[src/rtl/b64c_pkg.sv]
// Package for the base64 codec: beat types, state and burst types, alphabet helpers.
`default_nettype none

package b64c_pkg;

    // Fixed codes and constants
    localparam logic DIR_ENCODE = 1'b0;
    localparam logic DIR_DECODE = 1'b1;
    localparam logic [7:0] PAD_CHAR = 8'h3D;  // '='

    // Input beat payload
    typedef struct packed {
        logic [7:0] data_byte;
        logic       final_item;
    } in_beat_t;

    // Output beat payload
    typedef struct packed {
        logic [7:0] out_byte;
        logic       byte_valid;
        logic       end_of_message;
    } out_beat_t;

    // Group state carried between items
    typedef struct packed {
        logic [23:0] bits;
        logic [1:0]  count;
        logic        stopped;
    } group_state_t;

    // Results caused by one item, played out one beat per cycle while dst does not stall
    typedef struct packed {
        logic            present;
        logic [3:0][7:0] bytes;
        logic [1:0]      last_idx;
        logic            data_ok;
        logic            eom;
    } burst_t;

    // Map a sextet to its alphabet character
    function automatic logic [7:0] enc_char(input logic [5:0] sextet);
        logic [7:0] s;
        s = {2'b00, sextet};
        if (sextet < 6'd26)
            return 8'h41 + s;
        else if (sextet < 6'd52)
            return 8'h61 + s - 8'd26;
        else if (sextet < 6'd62)
            return 8'h30 + s - 8'd52;
        else if (sextet == 6'd62)
            return 8'h2B;
        else
            return 8'h2F;
    endfunction

    // Map a character to {in_alphabet, sextet}
    function automatic logic [6:0] dec_char(input logic [7:0] c);
        logic [7:0] v;
        v = 8'h00;
        if (c >= 8'h41 && c <= 8'h5A)
            v = c - 8'h41;
        else if (c >= 8'h61 && c <= 8'h7A)
            v = c - 8'h61 + 8'd26;
        else if (c >= 8'h30 && c <= 8'h39)
            v = c - 8'h30 + 8'd52;
        else if (c == 8'h2B)
            v = 8'd62;
        else if (c == 8'h2F)
            v = 8'd63;
        else
            return 7'h00;
        return {1'b1, v[5:0]};
    endfunction

endpackage

`default_nettype wire

[src/rtl/b64c_step.sv]
// Next-state and result-burst logic for one item of the base64 codec.
`default_nettype none

module b64c_step
    import b64c_pkg::*;
(
    input  wire logic         direction,
    input  wire in_beat_t     item,
    input  wire group_state_t cur,
    output group_state_t      nxt,
    output burst_t            burst
);

    logic [23:0] ebits;
    logic [23:0] epad;
    logic [1:0]  ecnt;
    logic [6:0]  dv;
    logic [23:0] nbits;
    logic [23:0] tbits;
    logic        full;

    always_comb
    begin
        nxt   = cur;
        burst = '0;
        ebits = {cur.bits[15:0], item.data_byte};
        ecnt  = cur.count + 2'd1;
        epad  = '0;
        dv    = dec_char(item.data_byte);
        nbits = {cur.bits[17:0], dv[5:0]};
        tbits = '0;
        full  = 1'b0;

        if (direction == DIR_ENCODE)
        begin
            // Gather bytes; a full group gives four characters
            if (ecnt == 2'd3)
            begin
                for (int k = 0; k < 4; k++)
                    burst.bytes[k] = enc_char(ebits[23 - 6 * k -: 6]);
                burst.present  = 1'b1;
                burst.data_ok  = 1'b1;
                burst.last_idx = 2'd3;
                burst.eom      = item.final_item;
                nxt.bits       = '0;
                nxt.count      = '0;
            end
            else
            begin
                nxt.bits  = ebits;
                nxt.count = ecnt;
                // Flush a partial group with padding
                if (item.final_item)
                begin
                    epad = (ecnt == 2'd1) ? {ebits[7:0], 16'h0000} : {ebits[15:0], 8'h00};
                    for (int k = 0; k < 4; k++)
                        burst.bytes[k] = (k <= int'(ecnt)) ?
                                         enc_char(epad[23 - 6 * k -: 6]) : PAD_CHAR;
                    burst.present  = 1'b1;
                    burst.data_ok  = 1'b1;
                    burst.last_idx = 2'd3;
                    burst.eom      = 1'b1;
                end
            end
        end
        else
        begin
            // Take a character unless decoding has stopped
            if (!cur.stopped)
            begin
                if (!dv[6])
                    nxt.stopped = 1'b1;
                else if (cur.count == 2'd3)
                begin
                    full           = 1'b1;
                    burst.bytes[0] = nbits[23:16];
                    burst.bytes[1] = nbits[15:8];
                    burst.bytes[2] = nbits[7:0];
                    burst.present  = 1'b1;
                    burst.data_ok  = 1'b1;
                    burst.last_idx = 2'd2;
                    burst.eom      = item.final_item;
                    nxt.bits       = '0;
                    nxt.count      = '0;
                end
                else
                begin
                    nxt.bits  = nbits;
                    nxt.count = cur.count + 2'd1;
                end
            end
            // Flush the tail, or give an empty end marker
            if (item.final_item && !full)
            begin
                burst.present = 1'b1;
                burst.eom     = 1'b1;
                if (nxt.count == 2'd3)
                begin
                    tbits          = {nxt.bits[17:0], 6'b000000};
                    burst.bytes[0] = tbits[23:16];
                    burst.bytes[1] = tbits[15:8];
                    burst.data_ok  = 1'b1;
                    burst.last_idx = 2'd1;
                end
                else if (nxt.count == 2'd2)
                begin
                    tbits          = {nxt.bits[11:0], 12'h000};
                    burst.bytes[0] = tbits[23:16];
                    burst.data_ok  = 1'b1;
                    burst.last_idx = 2'd0;
                end
            end
        end

        // Clear the group after the last item of a message
        if (item.final_item)
            nxt = '0;
    end

endmodule

`default_nettype wire

[src/rtl/base64_codec_unit.sv]
// Top level of the streaming base64 codec: group state, burst register and output sequencer.
`default_nettype none

// Streaming base64 (standard alphabet) encoder/decoder. cfg_wr_en/cfg_wr_data set the
// direction (0 encode, 1 decode) and clear the group state; a loaded burst still plays out.
// Each accepted src beat updates the group state in the same cycle. It also loads the
// results it causes (none to four) into a burst register, and the dst side plays that
// register out one beat per cycle while dst_stall is low, starting the cycle after the
// accept. A src beat that causes no result is taken in any cycle, even while a burst plays
// out. A src beat that causes results waits for the cycle in which the last beat of the
// previous burst leaves. So an item that neither closes a group nor ends a message is never
// held. An item that does is held until the burst ahead of it is gone. Encoding is bound by
// the single dst port. Decoding takes one character per cycle while dst_stall is low.
module base64_codec_unit
    import b64c_pkg::*;
(
    input  wire logic      clk,
    input  wire logic      rst_n,
    input  wire logic      cfg_wr_en,
    input  wire logic      cfg_wr_data,
    input  wire logic      src_valid,
    output logic           src_stall,
    input  wire in_beat_t  src_data,
    output logic           dst_valid,
    input  wire logic      dst_stall,
    output out_beat_t      dst_data
);

    logic         direction_reg;
    group_state_t state_reg;
    group_state_t state_next;
    burst_t       burst_next;
    burst_t       burst_reg;
    logic         busy_reg;
    logic [1:0]   idx_reg;
    logic         take;
    logic         last_beat;
    logic         accept;

    b64c_step u_step (
        .direction (direction_reg),
        .item      (src_data),
        .cur       (state_reg),
        .nxt       (state_next),
        .burst     (burst_next)
    );

    // Handshake on both sides; hold only a beat whose results would collide with the burst
    assign take      = busy_reg && !dst_stall;
    assign last_beat = idx_reg == burst_reg.last_idx;
    assign src_stall = busy_reg && burst_next.present && !(take && last_beat);
    assign accept    = src_valid && !src_stall;

    // Hold direction and group state
    always_ff @(posedge clk or negedge rst_n)
    begin
        if (!rst_n)
        begin
            direction_reg <= DIR_ENCODE;
            state_reg     <= '0;
        end
        else if (cfg_wr_en)
        begin
            direction_reg <= cfg_wr_data;
            state_reg     <= '0;
        end
        else if (accept)
        begin
            state_reg <= state_next;
        end
    end

    // Load a burst, then advance one beat per take
    always_ff @(posedge clk or negedge rst_n)
    begin
        if (!rst_n)
        begin
            busy_reg <= 1'b0;
            idx_reg  <= '0;
        end
        else if (accept && burst_next.present)
        begin
            busy_reg <= 1'b1;
            idx_reg  <= '0;
        end
        else if (take && last_beat)
        begin
            busy_reg <= 1'b0;
        end
        else if (take)
        begin
            idx_reg <= idx_reg + 2'd1;
        end
    end

    // Burst payload needs no reset
    always_ff @(posedge clk)
    begin
        if (accept && burst_next.present)
            burst_reg <= burst_next;
    end

    // Drive the output beat
    assign dst_valid               = busy_reg;
    assign dst_data.out_byte       = burst_reg.bytes[idx_reg];
    assign dst_data.byte_valid     = burst_reg.data_ok;
    assign dst_data.end_of_message = burst_reg.eom && last_beat;

endmodule

`default_nettype wire
[config.mk]
export PLATFORM = sky130hd
export DESIGN_NAME = base64_codec_unit
export DESIGN_NICKNAME = d
export VERILOG_FILES = /design/src/rtl/b64c_pkg.sv /design/src/rtl/b64c_step.sv /design/src/rtl/base64_codec_unit.sv
export SDC_FILE = /design/constraint.sdc
export NUM_CORES = 1
export LEC_CHECK = 0
export BUFFER_PORTS_ARGS = -buffer_cell sky130_fd_sc_hd__clkbuf_2
export CAP_MARGIN = 30
export CORE_MARGIN = 10
export CORE_UTILIZATION = 50
export DETAILED_ROUTE_END_ITERATION = 6
export PLACE_DENSITY_LB_ADDON = 0.1
export SETUP_SLACK_MARGIN = 0.15
export SYNTH_ARGS = -nofsm -noshare
export SYNTH_HDL_FRONTEND = slang
export SYNTH_HIERARCHICAL = 1
export SYNTH_SLANG_ARGS = --single-unit
[constraint.sdc]
create_clock -name clk -period 8.7 [get_ports clk]
set_clock_uncertainty 0.1 [all_clocks]
set_input_delay 1.305 -clock clk [delete_from_list [all_inputs] [get_ports clk]]
set_output_delay 1.305 -clock clk [all_outputs]
set_load 0.005 [all_outputs]
# Yosys cells after proc, flatten, opt, wreduce, memory -nomap -nowiden
# Index checks and enable logic that the tools add are counted.
[classes]
n_mux = 86
eq_ne = 19
magnitude_cmp = 34
add_sub_neg = 47
n_reduce_logical = 22
[op_table]
columns = ["op", "count"]
rows = [
  ["two-way mux 8 bit", 29],
  ["adder 7 x 6 -> 8 bit, first input constant", 16],
  ["two-way mux 28 bit", 4],
  ["two-way mux 21 bit", 5],
  ["two-way mux 20 bit", 5],
  ["< comparator 6 bit, second input constant", 16],
  ["two-way mux 37 bit", 2],
  ["subtractor 8 x 5 -> 8 bit, second input constant", 8],
  ["subtractor 8 x 6 -> 8 bit, second input constant", 8],
  ["adder 6 x 6 -> 7 bit, first input constant", 8],
  ["== test 6 bit, second input constant", 8],
  ["< comparator 6 x 5 -> 1 bit, second input constant", 8],
  ["two-way mux 7 bit", 6],
  ["two-way mux 6 bit", 5],
  ["two-way mux 24 bit", 1],
  ["two-way mux 3 bit", 8],
  ["two-way mux 11 bit", 2],
  ["binary-select mux 8 bit (select 2 bit)", 1],
  ["== test 8 x 6 -> 1 bit, second input constant", 2],
  ["greater-or-equal comparator 8 x 7 -> 1 bit, second input constant", 2],
  ["<= comparator 8 x 7 -> 1 bit, second input constant", 2],
  ["two-way mux 1 bit", 15],
  ["subtractor 6 bit, second input constant", 2],
  ["logical AND 1 bit", 11],
  ["21 further kinds", 34],
]
[word_totals]
out_inout_bits = 12
ff_bits = 61
word_cells = 222
in_bits = 15

# Logic depth before layout (Yosys ltp)
[depth]
depth_word = 21
depth_mapped = 18
mapped_depth_nobuf = 13

# Cells and area by module
# Netlist, hierarchy kept.
[by_module_without_submodules]
columns = ["module", "seq_area_each_um2", "instances", "area_each_um2", "cells_each"]
rows = [
  ["b64c_step", 0.0, 1, 4499.3, 730],
  ["base64_codec_unit", 1856.8, 1, 2657.5, 165],
]

# Worst setup path after synthesis
# No wires, ideal clock.
[synth_timing]
path_type = "input port to flip-flop"
from = "in src_data[1] (netlist bit)"
to = "reg burst_reg[0] (netlist bit) (enable)"
setup_slack_ns = 2.830
n_path_buf = 3
t_arrival_ns = 5.335
path_stages = 14
setup_ns = 0.435
required_ns = 8.165
cell_sequence = "buf_2 -> inv_1 -> ha_1 -> nor2b_1 -> a2bb2oi_1 -> or3_1 -> buf_2 -> a31o_2 -> nor3_2 -> buf_2 -> nor2_1 -> inv_1 -> nand2_1 -> nor2b_1"
[synth_rtl]
columns = ["item", "line", "rtl"]
rows = [
  ["start: declaration", "base64_codec_unit.sv:23", "input wire in_beat_t src_data,"],
  ["end signal: assignment", "base64_codec_unit.sv:100", "burst_reg <= burst_next;"],
  ["end: declaration", "base64_codec_unit.sv:33", "burst_t burst_reg;"],
]

==> impl_metrics.yaml <==
setup_path:
  cpMostUsedCell: "inv_1"
  worstSetupPathType: "in -> out"
  reg2reg_from: "state_reg[1]"
  critPathMaxStageDelay_ns: 0.80
  crit_chain: "clkbuf_2 -> inv_1 -> ha_1 -> a21o_1 -> o211a_1 -> or3_1 -> a31o_2 -> nor3_2 -> nor2_1 -> inv_1 -> inv_1 -> nor2_1 -> clkbuf_2"
  cp_max_fo: 17
  required_ns: 7.30
  critPathLaunchType: "input port"
  crit_path_top_delay_cell: "nor3_2"
  arrival_ns: 4.98
  worstRegToRegCells: 11
  reg2reg_to: "burst_reg[7]"
  endpoint_kind: "output port"
  r2r_slack_ns: 4.19
sta:
  hold_viol: 0
  maxSlewViolCount: 0
  max_freq_mhz: 156.7
  post-route-min-period_ns: 6.383
  setup_violations: 0
  period_share_pct: 73.36
  slew_headroom_pct: 28.47
  rsz0062_at_grt: "no"
  tightest_slew_ns: 1.065
  fin_tns_setup_ns: 0
yosys:
  netlist_area_um2: 6792
  yosys_warnings: 6
  postSynthAreaPerCell_um2: 7.962
  syn_nets: 911
  synth_cells: 853
final_layout:
  area_growth_pct: 4.698
  num_antenna_cells: 0
  layout-drive-gt1-share_pct: 9.345
  instances_no_fill: 1000
  multi_input_area_um2: 4551
  seq_area_um2: 1707
  final_util_pct: 53.48
  largest_reg_flops: 35
  fin_nets: 877
  fillCellCount: 1284
flow_run:
  maxCapViolations: 0
power:
  power_switching_uw: 436.5
  leakage_uw: 0.002882
  clock_power_share_pct: 30.6
  p_per_area_nw_per_um2: 164.9
  p_seq_share_pct: 33.7
  sw_frac_of_total_pct: 37.23
  comb_power_share_pct: 35.6
  peakVddDrop_v: 0.00007301
  p_int_uw: 736.0
detailed_routing:
  final_antenna_net_count: 0
  drt_iter0_markers: 982
  wl_per_cell_um: 23.34
  routed_wl_mm: 23.34
  num_vias: 6923
  drc_errors: 25
  first_pass_iters: 7
  via_per_inst: 6.923
run_status:
  status: "complete, but fails checks"
  violations: "DRC"
grt:
  antenna_found_initial: 0
  first_global_vias: 6321
  track_usage_pct: 24.81
  grt_pass1_wl_mm: 36.43
  grt_max_degree: 45
  overflow: 0
clocking:
  cts_tree: "done"
  cts.root.buffer_cell: "clkbuf_16"
  cts_buffers: 9
  insertion_delay_ns: 0.35
  htree_levels: 3
  post-cts-setup-buffer-count: 0
  cts.path.max_buffers: 2
  cts_resized: 0
  cts.clk_slew.worst_paths_ns: 0.05
  ctsHoldBuffers: 0
  cts.sink_count: 61
placement:
  dp_hpwl_mm: 16.91
  place.gp.congestion: 0.9878
  place.detailed.instances: 983
  io_buffer_count: 26
worst_hold_path:
  min_path_cells: 2
  min-delay-start: "dst_valid"
  holdPathEnd: "idx_reg[0]"
  hp-class: "reg -> reg"
floorplanning:
  row_count: 42
  io_pins: 27
  die_h_um: 136.5
  die_w_um: 136.5
  coreArea_um2: 13300
  initial_core_util_pct: 51.08
  dieArea_um2: 18640
==> metal layers <==
| layer | vias up | share of wire [%] | track usage (%) |
|---|---|---|---|
| met5 | - | 0 | 0 |
| met1 | 3344 | 42 | 33.78 |
| met4 | 0 | 3.1 | 9.112 |
| met3 | 69 | 11 | 5.279 |
| met2 | 429 | 44 | 37.78 |
| li1 | 3081 | - | - |
==> worst max path at each step <==
| stage | start | end | slack, ns |
|---|---|---|---|
| global placement | src_data[3] | src_stall | 2.48 |
| detailed placement | src_data[3] | src_stall | 2.41 |
| global route | src_data[3] | src_stall | 2.11 |
| CTS | src_data[3] | src_stall | 2.40 |
| finish | src_data[3] | src_stall | 2.32 |
| floorplan | src_data[1] | burst_reg[0] | 2.84 |
==> stage by stage <==
stage | instance area, µm² | setup slack (ns) | hold slack, ns | power [µW]
2_1_floorplan | 6792 | 2.841 | 0.3876 | 696.6
3_3_place_gp | 6818 | 2.476 | 0.4999 | 803.5
3_5_place_dp | 6818 | 2.406 | 0.5134 | 808.0
4_1_cts | 7103 | 2.402 | 0.5272 | 1167
5_1_grt | 7111 | 2.110 | 0.5557 | 1229
6_report | 7111 | 2.317 | 0.5257 | 1172
==> layout by cell type (no fill, tap or decap), types with 20 or more instances in the layout <==
cell type   n
a211oi_1   21
a21oi_1    65
a31oi_1    20
clkbuf_2   26
dfrtp_1    25
edfxtp_1   36
ha_1       43
inv_1      45
mux2i_1    42
nand2_1    82
nand3_1    26
nor2_1     88
o21ai_0    46
==> critical path: cells and delay by family <==
| kind | cells | cell delay (ns) |
|---|---|---|
| adders and majority gates | 1 | 0.32 |
| buffers and inverters | 5 | 0.87 |
| AOI/OAI and AO/OA | 3 | 0.89 |
| and+or+nand+nor | 4 | 1.59 |
==> final cells by class <==
type | instances | share of cell area (%)
Multi-Input combinational cell | 669 | 64.00
Tap cell | 176 | 3.097
Sequential cell | 61 | 24.00
Inverter | 46 | 2.428
Clock inverter | 5 | 0.7390
Timing Repair Buffer | 32 | 2.463
Clock buffer | 11 | 3.273
==> power by group through the flow <==
stage          registers [µW]  clock network (µW)  logic [µW]
4_1_cts                   396                 362         409
5_1_grt                   401                 375         454
6_report                  396                 359         418
3_3_place_gp              401                   0         403
2_1_floorplan             365                   0         331
3_5_place_dp              401                   0         407
No activity file was read; power rests on OpenSTA's default activity.
